==> config.mk <==
export PLATFORM = sky130hd
export DESIGN_NAME = token_ring_station_mac_flat
export DESIGN_NICKNAME = d
export VERILOG_FILES = /design/src/design/trsm_pkg.sv /design/src/design/trsm_if.sv /design/src/design/trsm_ctrl.sv /design/src/design/trsm_dp.sv /design/src/design/token_ring_station_mac.sv /design/src/flat_wrapper.sv
export SDC_FILE = /design/constraint.sdc
export NUM_CORES = 1
export LEC_CHECK = 0
export ABC_AREA = 1
export BUFFER_PORTS_ARGS = -buffer_cell sky130_fd_sc_hd__buf_4
export CORE_MARGIN = 5
export CORE_UTILIZATION = 45
export DETAILED_ROUTE_END_ITERATION = 7
export PLACE_DENSITY = 0.67
export SLEW_MARGIN = 25
export SYNTH_ARGS = -nofsm -noshare
export SYNTH_HDL_FRONTEND = slang
export SYNTH_SLANG_ARGS = --single-unit
==> constraint.sdc <==
create_clock -name clk -period 7.35 [get_ports clk]
set_clock_uncertainty 0.05 [all_clocks]
set_input_delay 1.1025 -clock clk [delete_from_list [all_inputs] [get_ports clk]]
set_output_delay 1.1025 -clock clk [all_outputs]
set_load 0.03 [all_outputs]
==> src/design/trsm_pkg.sv <==
// Shared types, constants and codes of the token-ring station MAC.
package trsm_pkg;

	localparam int QUEUE_DEPTH  = 32;
	localparam int LENGTH_WIDTH = 13;
	localparam int ADDR_W       = 8;
	localparam int BUDGET_W     = 24;
	localparam int COUNT_OUT_W  = 6;
	localparam int PTR_W        = $clog2(QUEUE_DEPTH);
	localparam int CNT_W        = $clog2(QUEUE_DEPTH + 1);
	localparam int ENTRY_W      = ADDR_W + LENGTH_WIDTH;
	localparam int BITS_W       = LENGTH_WIDTH + 3;
	localparam int SUM_W        = BUDGET_W + 1;
	localparam int CFG_DATA_W   = BUDGET_W;
	localparam int CFG_IDX_W    = 1;

	localparam logic [LENGTH_WIDTH-1:0] TOKEN_OCTETS = LENGTH_WIDTH'(3);
	localparam logic [BUDGET_W-1:0]     BUDGET_RESET = BUDGET_W'(40000);

	typedef enum logic [CFG_IDX_W-1:0] {
		REG_STATION_ADDRESS = 1'b0,
		REG_HOLDING_BUDGET  = 1'b1
	} reg_index_t;

	typedef enum logic [1:0] {
		OP_HOST  = 2'd0,
		OP_TOKEN = 2'd1,
		OP_RING  = 2'd2,
		OP_START = 2'd3
	} op_t;

	typedef enum logic [1:0] {
		KIND_NONE  = 2'd0,
		KIND_FRAME = 2'd1,
		KIND_TOKEN = 2'd2
	} kind_t;

	typedef enum logic [2:0] {
		RES_HOST,
		RES_RING,
		RES_START,
		RES_FRAME,
		RES_TOKEN
	} res_sel_t;

	typedef enum logic [1:0] {
		ST_IDLE,
		ST_ONE,
		ST_TOK_RD,
		ST_TOK_CHK
	} state_t;

	typedef struct packed {
		logic     accept;
		logic     load;
		res_sel_t sel;
		logic     last;
	} cmd_t;

	typedef struct packed {
		logic fill_zero;
		logic fits;
		logic out_free;
	} status_t;

endpackage

==> src/design/trsm_if.sv <==
// Valid/ready channel interfaces for the station MAC input and result streams.
interface trsm_in_if;
	logic                                 valid;
	logic                                 ready;
	logic [1:0]                           operation;
	logic [trsm_pkg::ADDR_W-1:0]          dest_address;
	logic [trsm_pkg::ADDR_W-1:0]          source_address;
	logic [trsm_pkg::LENGTH_WIDTH-1:0]    length_bytes;

	modport source (output valid, operation, dest_address, source_address, length_bytes,
		input ready);
	modport sink (input valid, operation, dest_address, source_address, length_bytes,
		output ready);
endinterface

interface trsm_out_if;
	logic                                 valid;
	logic                                 ready;
	logic [1:0]                           ring_out_kind;
	logic [trsm_pkg::ADDR_W-1:0]          out_dest;
	logic [trsm_pkg::ADDR_W-1:0]          out_source;
	logic [trsm_pkg::LENGTH_WIDTH-1:0]    out_length_bytes;
	logic                                 deliver_up;
	logic                                 dropped;
	logic [trsm_pkg::COUNT_OUT_W-1:0]     queue_count;
	logic                                 last;

	modport source (output valid, ring_out_kind, out_dest, out_source, out_length_bytes,
		deliver_up, dropped, queue_count, last, input ready);
	modport sink (input valid, ring_out_kind, out_dest, out_source, out_length_bytes,
		deliver_up, dropped, queue_count, last, output ready);
endinterface

==> src/design/trsm_ctrl.sv <==
// Controller state machine of the station MAC: sequences items and token service.
module trsm_ctrl (
	input  logic              clk,
	input  logic              arst_n,
	input  logic              in_valid,
	input  logic [1:0]        in_operation,
	output logic              in_ready,
	input  trsm_pkg::status_t status,
	output trsm_pkg::cmd_t    cmd
);

	trsm_pkg::state_t state_q, state_d;
	trsm_pkg::op_t    op_q;

	always_ff @(posedge clk or negedge arst_n) begin
		if (!arst_n) begin
			state_q <= trsm_pkg::ST_IDLE;
			op_q    <= trsm_pkg::OP_HOST;
		end else begin
			state_q <= state_d;
			if (cmd.accept) begin
				op_q <= trsm_pkg::op_t'(in_operation);
			end
		end
	end

	always_comb begin
		state_d    = state_q;
		in_ready   = 1'b0;
		cmd.accept = 1'b0;
		cmd.load   = 1'b0;
		cmd.sel    = trsm_pkg::RES_HOST;
		cmd.last   = 1'b0;
		unique case (state_q)
			trsm_pkg::ST_IDLE: begin
				in_ready = 1'b1;
				if (in_valid) begin
					cmd.accept = 1'b1;
					if (trsm_pkg::op_t'(in_operation) == trsm_pkg::OP_TOKEN) begin
						state_d = trsm_pkg::ST_TOK_RD;
					end else begin
						state_d = trsm_pkg::ST_ONE;
					end
				end
			end
			trsm_pkg::ST_ONE: begin
				unique case (op_q)
					trsm_pkg::OP_RING:  cmd.sel = trsm_pkg::RES_RING;
					trsm_pkg::OP_START: cmd.sel = trsm_pkg::RES_START;
					default:            cmd.sel = trsm_pkg::RES_HOST;
				endcase
				cmd.last = 1'b1;
				if (status.out_free) begin
					cmd.load = 1'b1;
					state_d  = trsm_pkg::ST_IDLE;
				end
			end
			trsm_pkg::ST_TOK_RD: begin
				// head entry is being read into the datapath register
				state_d = trsm_pkg::ST_TOK_CHK;
			end
			trsm_pkg::ST_TOK_CHK: begin
				if (!status.fill_zero && status.fits) begin
					cmd.sel = trsm_pkg::RES_FRAME;
					if (status.out_free) begin
						cmd.load = 1'b1;
						state_d  = trsm_pkg::ST_TOK_RD;
					end
				end else begin
					cmd.sel  = trsm_pkg::RES_TOKEN;
					cmd.last = 1'b1;
					if (status.out_free) begin
						cmd.load = 1'b1;
						state_d  = trsm_pkg::ST_IDLE;
					end
				end
			end
			default: state_d = trsm_pkg::ST_IDLE;
		endcase
	end

	ast_accept_idle: assert property (@(posedge clk) disable iff (!arst_n)
		cmd.accept |-> state_q == trsm_pkg::ST_IDLE)
		else $error("item taken outside idle");
	ast_chk_after_rd: assert property (@(posedge clk) disable iff (!arst_n)
		state_q == trsm_pkg::ST_TOK_RD |=> state_q == trsm_pkg::ST_TOK_CHK)
		else $error("head read not followed by check");
	ast_load_needs_room: assert property (@(posedge clk) disable iff (!arst_n)
		cmd.load |-> status.out_free)
		else $error("result loaded without room");

endmodule

==> src/design/trsm_dp.sv <==
// Datapath of the station MAC: config registers, descriptor queue, budget and result register.
module trsm_dp (
	input  logic                              clk,
	input  logic                              arst_n,
	input  logic                              cfg_we,
	input  logic [trsm_pkg::CFG_IDX_W-1:0]    cfg_index,
	input  logic [trsm_pkg::CFG_DATA_W-1:0]   cfg_data,
	input  logic [trsm_pkg::ADDR_W-1:0]       in_dest,
	input  logic [trsm_pkg::ADDR_W-1:0]       in_source,
	input  logic [trsm_pkg::LENGTH_WIDTH-1:0] in_length,
	input  trsm_pkg::cmd_t                    cmd,
	output trsm_pkg::status_t                 status,
	trsm_out_if.source                        out_ch
);

	logic [trsm_pkg::ADDR_W-1:0]       station_q;
	logic [trsm_pkg::BUDGET_W-1:0]     budget_q;
	logic [trsm_pkg::ADDR_W-1:0]       dest_q;
	logic [trsm_pkg::ADDR_W-1:0]       source_q;
	logic [trsm_pkg::LENGTH_WIDTH-1:0] length_q;

	logic [trsm_pkg::ENTRY_W-1:0]      mem_q [trsm_pkg::QUEUE_DEPTH];
	logic [trsm_pkg::ENTRY_W-1:0]      rd_q;
	logic [trsm_pkg::PTR_W-1:0]        head_q, tail_q;
	logic [trsm_pkg::CNT_W-1:0]        fill_q;
	logic [trsm_pkg::BUDGET_W-1:0]     used_q;

	logic                              out_valid_q;
	logic [1:0]                        kind_q;
	logic [trsm_pkg::ADDR_W-1:0]       odest_q, osrc_q;
	logic [trsm_pkg::LENGTH_WIDTH-1:0] olen_q;
	logic                              up_q, drop_q, last_q;
	logic [trsm_pkg::COUNT_OUT_W-1:0]  count_q;

	logic                              full, push, pop;
	logic [trsm_pkg::ADDR_W-1:0]       rd_dest;
	logic [trsm_pkg::LENGTH_WIDTH-1:0] rd_len;
	logic [trsm_pkg::SUM_W-1:0]        sum;
	trsm_pkg::kind_t                   r_kind;
	logic [trsm_pkg::ADDR_W-1:0]       r_dest, r_src;
	logic [trsm_pkg::LENGTH_WIDTH-1:0] r_len;
	logic                              r_up, r_drop;
	logic [trsm_pkg::CNT_W-1:0]        r_count;

	assign full    = fill_q == trsm_pkg::CNT_W'(trsm_pkg::QUEUE_DEPTH);
	assign rd_dest = rd_q[trsm_pkg::ENTRY_W-1 -: trsm_pkg::ADDR_W];
	assign rd_len  = rd_q[trsm_pkg::LENGTH_WIDTH-1:0];
	assign sum     = trsm_pkg::SUM_W'(used_q) + trsm_pkg::SUM_W'({rd_len, 3'b000});
	assign push    = cmd.load && cmd.sel == trsm_pkg::RES_HOST && !full;
	assign pop     = cmd.load && cmd.sel == trsm_pkg::RES_FRAME;

	assign status.fill_zero = fill_q == '0;
	assign status.fits      = sum <= trsm_pkg::SUM_W'(budget_q);
	assign status.out_free  = !out_valid_q || out_ch.ready;

	always_comb begin
		r_kind  = trsm_pkg::KIND_NONE;
		r_dest  = '0;
		r_src   = '0;
		r_len   = '0;
		r_up    = 1'b0;
		r_drop  = 1'b0;
		r_count = fill_q;
		case (cmd.sel)
			trsm_pkg::RES_HOST: begin
				r_drop = full;
				if (!full) begin
					r_count = fill_q + trsm_pkg::CNT_W'(1);
				end
			end
			trsm_pkg::RES_RING: begin
				r_up = dest_q == station_q;
				// strip our own frame, forward anything else
				if (source_q != station_q) begin
					r_kind = trsm_pkg::KIND_FRAME;
					r_dest = dest_q;
					r_src  = source_q;
					r_len  = length_q;
				end
			end
			trsm_pkg::RES_START: begin
				if (station_q == '0) begin
					r_kind = trsm_pkg::KIND_TOKEN;
					r_len  = trsm_pkg::TOKEN_OCTETS;
				end
			end
			trsm_pkg::RES_FRAME: begin
				r_kind  = trsm_pkg::KIND_FRAME;
				r_dest  = rd_dest;
				r_src   = station_q;
				r_len   = rd_len;
				r_count = fill_q - trsm_pkg::CNT_W'(1);
			end
			trsm_pkg::RES_TOKEN: begin
				r_kind = trsm_pkg::KIND_TOKEN;
				r_len  = trsm_pkg::TOKEN_OCTETS;
			end
			default: r_kind = trsm_pkg::KIND_NONE;
		endcase
	end

	always_ff @(posedge clk or negedge arst_n) begin
		if (!arst_n) begin
			station_q <= '0;
			budget_q  <= trsm_pkg::BUDGET_RESET;
		end else if (cfg_we) begin
			unique case (trsm_pkg::reg_index_t'(cfg_index))
				trsm_pkg::REG_STATION_ADDRESS: station_q <= cfg_data[trsm_pkg::ADDR_W-1:0];
				trsm_pkg::REG_HOLDING_BUDGET:  budget_q  <= cfg_data;
				default:                       budget_q  <= budget_q;
			endcase
		end
	end

	always_ff @(posedge clk) begin
		if (cmd.accept) begin
			dest_q   <= in_dest;
			source_q <= in_source;
			length_q <= in_length;
		end
	end

	// descriptor store: one write port, one registered read at the head
	always_ff @(posedge clk) begin
		if (push) begin
			mem_q[tail_q] <= {dest_q, length_q};
		end
		rd_q <= mem_q[head_q];
	end

	always_ff @(posedge clk or negedge arst_n) begin
		if (!arst_n) begin
			head_q <= '0;
			tail_q <= '0;
			fill_q <= '0;
			used_q <= '0;
		end else begin
			if (push) begin
				tail_q <= (tail_q == trsm_pkg::PTR_W'(trsm_pkg::QUEUE_DEPTH - 1)) ?
					'0 : tail_q + trsm_pkg::PTR_W'(1);
				fill_q <= fill_q + trsm_pkg::CNT_W'(1);
			end
			if (pop) begin
				head_q <= (head_q == trsm_pkg::PTR_W'(trsm_pkg::QUEUE_DEPTH - 1)) ?
					'0 : head_q + trsm_pkg::PTR_W'(1);
				fill_q <= fill_q - trsm_pkg::CNT_W'(1);
				used_q <= sum[trsm_pkg::BUDGET_W-1:0];
			end
			if (cmd.accept) begin
				used_q <= '0;
			end
		end
	end

	always_ff @(posedge clk or negedge arst_n) begin
		if (!arst_n) begin
			out_valid_q <= 1'b0;
		end else if (cmd.load) begin
			out_valid_q <= 1'b1;
		end else if (out_ch.ready) begin
			out_valid_q <= 1'b0;
		end
	end

	always_ff @(posedge clk) begin
		if (cmd.load) begin
			kind_q  <= r_kind;
			odest_q <= r_dest;
			osrc_q  <= r_src;
			olen_q  <= r_len;
			up_q    <= r_up;
			drop_q  <= r_drop;
			count_q <= trsm_pkg::COUNT_OUT_W'(r_count);
			last_q  <= cmd.last;
		end
	end

	assign out_ch.valid            = out_valid_q;
	assign out_ch.ring_out_kind    = kind_q;
	assign out_ch.out_dest         = odest_q;
	assign out_ch.out_source       = osrc_q;
	assign out_ch.out_length_bytes = olen_q;
	assign out_ch.deliver_up       = up_q;
	assign out_ch.dropped          = drop_q;
	assign out_ch.queue_count      = count_q;
	assign out_ch.last             = last_q;

	ast_fill_bound: assert property (@(posedge clk) disable iff (!arst_n)
		fill_q <= trsm_pkg::CNT_W'(trsm_pkg::QUEUE_DEPTH))
		else $error("queue fill beyond depth");
	ast_pop_nonempty: assert property (@(posedge clk) disable iff (!arst_n)
		pop |-> fill_q != '0)
		else $error("pop from empty queue");
	ast_ptr_match: assert property (@(posedge clk) disable iff (!arst_n)
		(fill_q == '0 || full) |-> head_q == tail_q)
		else $error("head and tail disagree with fill");
	ast_used_in_budget: assert property (@(posedge clk) disable iff (!arst_n)
		pop |=> used_q <= budget_q)
		else $error("sent bits exceed holding budget");

endmodule

==> src/design/token_ring_station_mac.sv <==
// Top level of the token-ring station MAC: controller plus datapath.
//
// Input channel in_ch carries one item per transfer: a host frame, a token
// from the ring, a data frame from the ring, or a start request. Output
// channel out_ch carries result items; every input yields one or more
// results and the final one has last set. The block takes one item at a
// time: in_ch.ready is high only while nothing is in progress.
// Host, ring and start items pass through state ONE: the result register
// loads there once it is free, and in_ch.ready returns after that load.
// A token reads the head descriptor (TOK_RD) and checks it against the
// budget (TOK_CHK) for each frame sent and once more before the release.
// The cfg port writes station_address (index 0) and holding_budget_bits
// (index 1); write only while the block is idle.
// Reset clears queue pointers, fill count and the result valid flag and
// loads the register defaults; queue entries hold junk until written.
// A stalled receiver holds the result register; the controller waits in
// place until that register frees, so nothing is lost or repeated.
module token_ring_station_mac (
	input  logic                              clk,
	input  logic                              arst_n,
	trsm_in_if.sink                           in_ch,
	trsm_out_if.source                        out_ch,
	input  logic                              cfg_we,
	input  logic [trsm_pkg::CFG_IDX_W-1:0]    cfg_index,
	input  logic [trsm_pkg::CFG_DATA_W-1:0]   cfg_data
);

	trsm_pkg::cmd_t    cmd;
	trsm_pkg::status_t status;
	logic              in_ready;

	// ready comes straight from the controller's idle state
	assign in_ch.ready = in_ready;

	trsm_ctrl u_ctrl (
		.clk          (clk),
		.arst_n       (arst_n),
		.in_valid     (in_ch.valid),
		.in_operation (in_ch.operation),
		.in_ready     (in_ready),
		.status       (status),
		.cmd          (cmd)
	);

	// queue, budget accumulator and result register
	trsm_dp u_dp (
		.clk       (clk),
		.arst_n    (arst_n),
		.cfg_we    (cfg_we),
		.cfg_index (cfg_index),
		.cfg_data  (cfg_data),
		.in_dest   (in_ch.dest_address),
		.in_source (in_ch.source_address),
		.in_length (in_ch.length_bytes),
		.cmd       (cmd),
		.status    (status),
		.out_ch    (out_ch)
	);

endmodule

==> src/flat_wrapper.sv <==
// flat-port wrapper written by rule: the top's interface ports become plain ports
module token_ring_station_mac_flat 
  (clk, arst_n, cfg_we, cfg_index, cfg_data, in_ch_valid, in_ch_operation, in_ch_dest_address, in_ch_source_address, in_ch_length_bytes, in_ch_ready, out_ch_valid, out_ch_ring_out_kind, out_ch_out_dest, out_ch_out_source, out_ch_out_length_bytes, out_ch_deliver_up, out_ch_dropped, out_ch_queue_count, out_ch_last, out_ch_ready);
  trsm_in_if in_ch_i ();
  trsm_out_if out_ch_i ();
  input  logic clk;
  input  logic arst_n;
  input  logic cfg_we;
  input  logic [trsm_pkg::CFG_IDX_W-1:0] cfg_index;
  input  logic [trsm_pkg::CFG_DATA_W-1:0] cfg_data;
  input wire logic [$bits(in_ch_i.valid)-1:0] in_ch_valid;
  input wire logic [$bits(in_ch_i.operation)-1:0] in_ch_operation;
  input wire logic [$bits(in_ch_i.dest_address)-1:0] in_ch_dest_address;
  input wire logic [$bits(in_ch_i.source_address)-1:0] in_ch_source_address;
  input wire logic [$bits(in_ch_i.length_bytes)-1:0] in_ch_length_bytes;
  output wire logic [$bits(in_ch_i.ready)-1:0] in_ch_ready;
  output wire logic [$bits(out_ch_i.valid)-1:0] out_ch_valid;
  output wire logic [$bits(out_ch_i.ring_out_kind)-1:0] out_ch_ring_out_kind;
  output wire logic [$bits(out_ch_i.out_dest)-1:0] out_ch_out_dest;
  output wire logic [$bits(out_ch_i.out_source)-1:0] out_ch_out_source;
  output wire logic [$bits(out_ch_i.out_length_bytes)-1:0] out_ch_out_length_bytes;
  output wire logic [$bits(out_ch_i.deliver_up)-1:0] out_ch_deliver_up;
  output wire logic [$bits(out_ch_i.dropped)-1:0] out_ch_dropped;
  output wire logic [$bits(out_ch_i.queue_count)-1:0] out_ch_queue_count;
  output wire logic [$bits(out_ch_i.last)-1:0] out_ch_last;
  input wire logic [$bits(out_ch_i.ready)-1:0] out_ch_ready;
  assign in_ch_i.valid = in_ch_valid;
  assign in_ch_i.operation = in_ch_operation;
  assign in_ch_i.dest_address = in_ch_dest_address;
  assign in_ch_i.source_address = in_ch_source_address;
  assign in_ch_i.length_bytes = in_ch_length_bytes;
  assign in_ch_ready = in_ch_i.ready;
  assign out_ch_valid = out_ch_i.valid;
  assign out_ch_ring_out_kind = out_ch_i.ring_out_kind;
  assign out_ch_out_dest = out_ch_i.out_dest;
  assign out_ch_out_source = out_ch_i.out_source;
  assign out_ch_out_length_bytes = out_ch_i.out_length_bytes;
  assign out_ch_deliver_up = out_ch_i.deliver_up;
  assign out_ch_dropped = out_ch_i.dropped;
  assign out_ch_queue_count = out_ch_i.queue_count;
  assign out_ch_last = out_ch_i.last;
  assign out_ch_i.ready = out_ch_ready;
  token_ring_station_mac u_core (.clk(clk), .arst_n(arst_n), .in_ch(in_ch_i), .out_ch(out_ch_i), .cfg_we(cfg_we), .cfg_index(cfg_index), .cfg_data(cfg_data));
endmodule
==> impl_metrics.tcl <==
set metrics [dict create \
    start_util_pct 45.50 \
    cp_common_cell "nand3_1" \
    dp_slack_ps 2811 \
    postSynthCellCount 2730 \
    syn-num-nets 2836 \
    cts_made_buffers 86 \
    seq_area_frac_synth_pct 72.18 \
    fill_cells 6147 \
    first_pass_iters 5 \
    syn_area_um2 33980 \
    cts_tree "yes" \
    required_ps 7850 \
    vias 22650 \
    track_usage_pct 22.54 \
    grt_pass1_wl_um 139700 \
    slew_headroom_pct 30.81 \
    p_per_area_nw_per_um2 422.0 \
    place_area_um2 35910 \
    switching_share_pct 38.71 \
    crit_path_end_kind "flip-flop" \
    ys_async_sr_fraction_pct 8.852 \
    critPathLaunchType "flip-flop" \
    rsz0062_at_grt "no" \
    maxCapViolations 0 \
    postSynthAreaPerCell_um2 12.45 \
    fin_tns_setup_ps 0 \
    fin_ws_ps 2658 \
    tightest_slew_ps 1035 \
    yosys.area.top_type "edfxtp_1" \
    cts_resized 0 \
    leakage_nw 13.63 \
    root_buffer "clkbuf_16" \
    max_freq_ghz 0.2131 \
    clk_pin_slew_ps 60 \
    fin_cells 3843 \
    num_antenna_cells 0 \
    crit_buf_inv 4 \
    peakVddDrop_uv 312.3 \
    place_inst 3684 \
    drt-wirelength-per-cell_um 24.48 \
    synth-seq-cells 836 \
    routed_wl_um 94070 \
    seqPwrFrac_pct 37.4 \
    yosysMostFrequentCell "edfxtp_1" \
    final_cell_area_um2 38870 \
    ys_warn_count 0 \
    die_w_um 284.8 \
    ios 103 \
    clock-sinks 836 \
    fin_crit_ps 4692 \
    synth_top_area_share_pct 65.48 \
    layout.nets 2909 \
    grt_overflow_total 0 \
    slew_viol_final 0 \
    clkPwrFrac_pct 27.6 \
    ant_nets 0 \
    synth_edf_count 741 \
    finalHoldViolCount 0 \
    drt_drc_violations_left 0 \
    drtIter0Drc 2964 \
    post_cts_buffers 0 \
    cp_slowest_stage_delay_ps 540 \
    h-tree-depth 3 \
    grt_max_degree 211 \
    cp_top_family "simple AND/OR/NAND/NOR gates" \
    synth_commonest_cells "edfxtp_1 (741), nor2_1 (416), o21ai_0 (391)" \
    met2_length_um 44230 \
    finalSetupViolations 0 \
    viasPerCell 5.893 \
    die-area_um2 81120 \
    clock_latency_ps 640 \
    postLayoutCoreUtil_pct 52.03 \
    status "finished clean" \
    dp_hpwl_um 55930 \
    crit_type "reg2reg" \
    cp.arrival_ps 5190 \
    drive_gt1_share_pct 12.00 \
    io_buffers 102 \
    power_frac_comb_pct 35.0 \
    wl_met3_um 7192 \
    min_period_over_period_pct 63.84 \
    cp_max_fo 30 \
    hold_class "in2async" \
    area_delta_synth_final_pct 14.37 \
    gp_congestion 0.9125 \
    cpMaxStageDelayCell "inv_2" \
    p_switching_w 0.006348 \
    p_int_w 0.01005 \
    antenna_found_initial 1 \
    synth_flop_cell "edfxtp_1" \
    grt_pass1_vias 21770 \
    synth_cell_types 50 \
    die-height_um 284.8 \
    wl_met1_um 38260 \
    yosys-top-cells-area "edfxtp_1 (65%), o21ai_0 (5.8%), dfrtp_1 (5.1%)" \
    rows 100 \
    clockBufferDepth 3 \
    cts_hold_buf 0 \
    path_cells "ha_1 -> inv_1 -> fa_1 -> inv_1 -> nand2_1 -> o21ai_0 -> nand3_1 -> nand3_1 -> a21oi_1 -> nor2_1 -> xor2_1 -> inv_1 -> ha_1 -> nand2_1 -> nor2_1 -> nand2_1 -> nor4_1 -> nand3_1 -> nand2_4 -> nand4_4 -> inv_2 -> nand3_1 -> o21ai_1" \
    top_layer "met4" \
    core_area_um2 74700 \
]
[cells in the final DEF (no fill, tap or decap), types with 3 or more instances in the layout]
master      netlist  layout
clkinv_1          3      20
a21oi_1          41      41
o22ai_2           3       3
ha_1             44      44
a31oi_1           5       5
o211ai_1         16      16
nor2_1          416     382
inv_2             5       6
bufinv_16         0      14
clkbuf_16         0      87
o221ai_1         66      66
clkinv_2          0      14
xnor2_1           6       6
clkinvlp_4        0       3
o21bai_1          3       3
xor2_1           30      30
clkbuf_8          0       3
dfrtp_1          69      66
nand3_1          95      95
a22o_1           19      19
o21ai_0         391     391
nor2_4            1      34
o21ai_1           5       5
inv_1           133     131
buf_4             1     141
clkbuf_1        137      15
nand2_1         270     270
dfstp_2           5       5
clkinv_8          0       3
nand4_1          24      24
nor2_2            2       3
edfxtp_1        741     741
dfxtp_1          21      21
nor4_1            3       3
nand2_2           8       8
or2_2             4       4
o22ai_1         112     112
nor3_1           10      10
[registers in the layout, indices dropped and copies added, names as in the netlist, 2 cells and up]
register / flops
u_core.u_dp.dest_q: 8
u_core.u_dp.out_ch.out_dest: 8
u_core.u_dp.tail_q: 5
u_core.u_dp.mem_q: 672
u_core.u_dp.out_ch.queue_count: 6
u_core.u_dp.length_q: 13
u_core.u_dp.budget_q: 24
u_core.u_dp.out_ch.ring_out_kind: 2
u_core.u_ctrl.state_q: 2
u_core.u_dp.rd_q: 21
u_core.u_dp.head_q: 5
u_core.u_dp.used_q: 21
u_core.u_dp.station_q: 8
u_core.u_dp.out_ch.out_length_bytes: 13
u_core.u_dp.out_ch.out_source: 8
u_core.u_dp.source_q: 8
u_core.u_dp.fill_q: 6
u_core.u_ctrl.op_q: 2
[cell families after synthesis]
logic type                 Yosys count  share of synthesized area (%)
adders and majority gates           45                          1.679
buffers and inverters              299                          3.450
xor gates and xnor gates            36                         0.9278
DFF                                836                          72.18
and+or+nand+nor                    843                          10.21
AOI/OAI and AO/OA                  671                          11.56
[routing by layer]
metal  track usage (%)  vias to the layer above
li1                  -                    10090
met1             31.37                    11280
met2             35.80                     1090
met3             3.546                      189
met4             9.251                        0
met5                 0                        -
[power by group through the flow]
| stage | logic, W | registers (W) | clock network [W] |
|---|---|---|---|
| 4_1_cts | 0.00568 | 0.00612 | 0.00458 |
| 3_5_place_dp | 0.00566 | 0.00622 | 0 |
| 2_1_floorplan | 0.00329 | 0.00634 | 0 |
| 6_report | 0.00574 | 0.00613 | 0.00453 |
| 3_3_place_gp | 0.00552 | 0.00621 | 0 |
| 5_1_grt | 0.00619 | 0.00616 | 0.00479 |
[final cells by class]
class / count / area, um2 / area share, %
multi-input cells: 1595 / 8532 / 21.95
repair buffers: 143 / 1090 / 2.804
inverters: 141 / 539.3 / 1.388
well taps: 969 / 1212 / 3.119
flip-flops and latches: 836 / 24540 / 63.14
clock inverters: 54 / 679.4 / 1.748
clock buffers: 105 / 2275 / 5.853
[per-stage QoR]
step	power [W]	hold WS, ps
finish	0.01640	430.0
global route	0.01714	451.4
global placement	0.01173	412.1
detailed placement	0.01187	420.8
CTS	0.01638	437.8
floorplan	0.009627	395.9
[worst reg2reg max path: cells and delay by family (launching register included)]
kind            cells  cell delay [ps]
buf+inv             4              790
flops               1              340
simple gates       12             1750
xor+xnor            1              230
fa+ha+maj           3              840
compound gates      3              620
[final timing paths]
kind / cells past startpoint / end / slack, ps / from
max in group asynchronous: 1 / u_core.u_dp.head_q[0] / 6210 / arst_n
worst max register to register: 23 / u_core.u_dp.head_q[1] / 2660 / u_core.u_dp.rd_q[0]
worst min register to register: 2 / u_core.u_dp.used_q[6] / 440 / u_core.u_dp.used_q[6]
min in group clk: 2 / u_core.u_dp.used_q[6] / 440 / u_core.u_dp.used_q[6]
worst max-delay path: 23 / u_core.u_dp.head_q[1] / 2660 / u_core.u_dp.rd_q[0]
worst min-delay path: 1 / u_core.u_dp.used_q[11] / 430 / arst_n
Note: power is estimated with default switching activity, not from simulation.
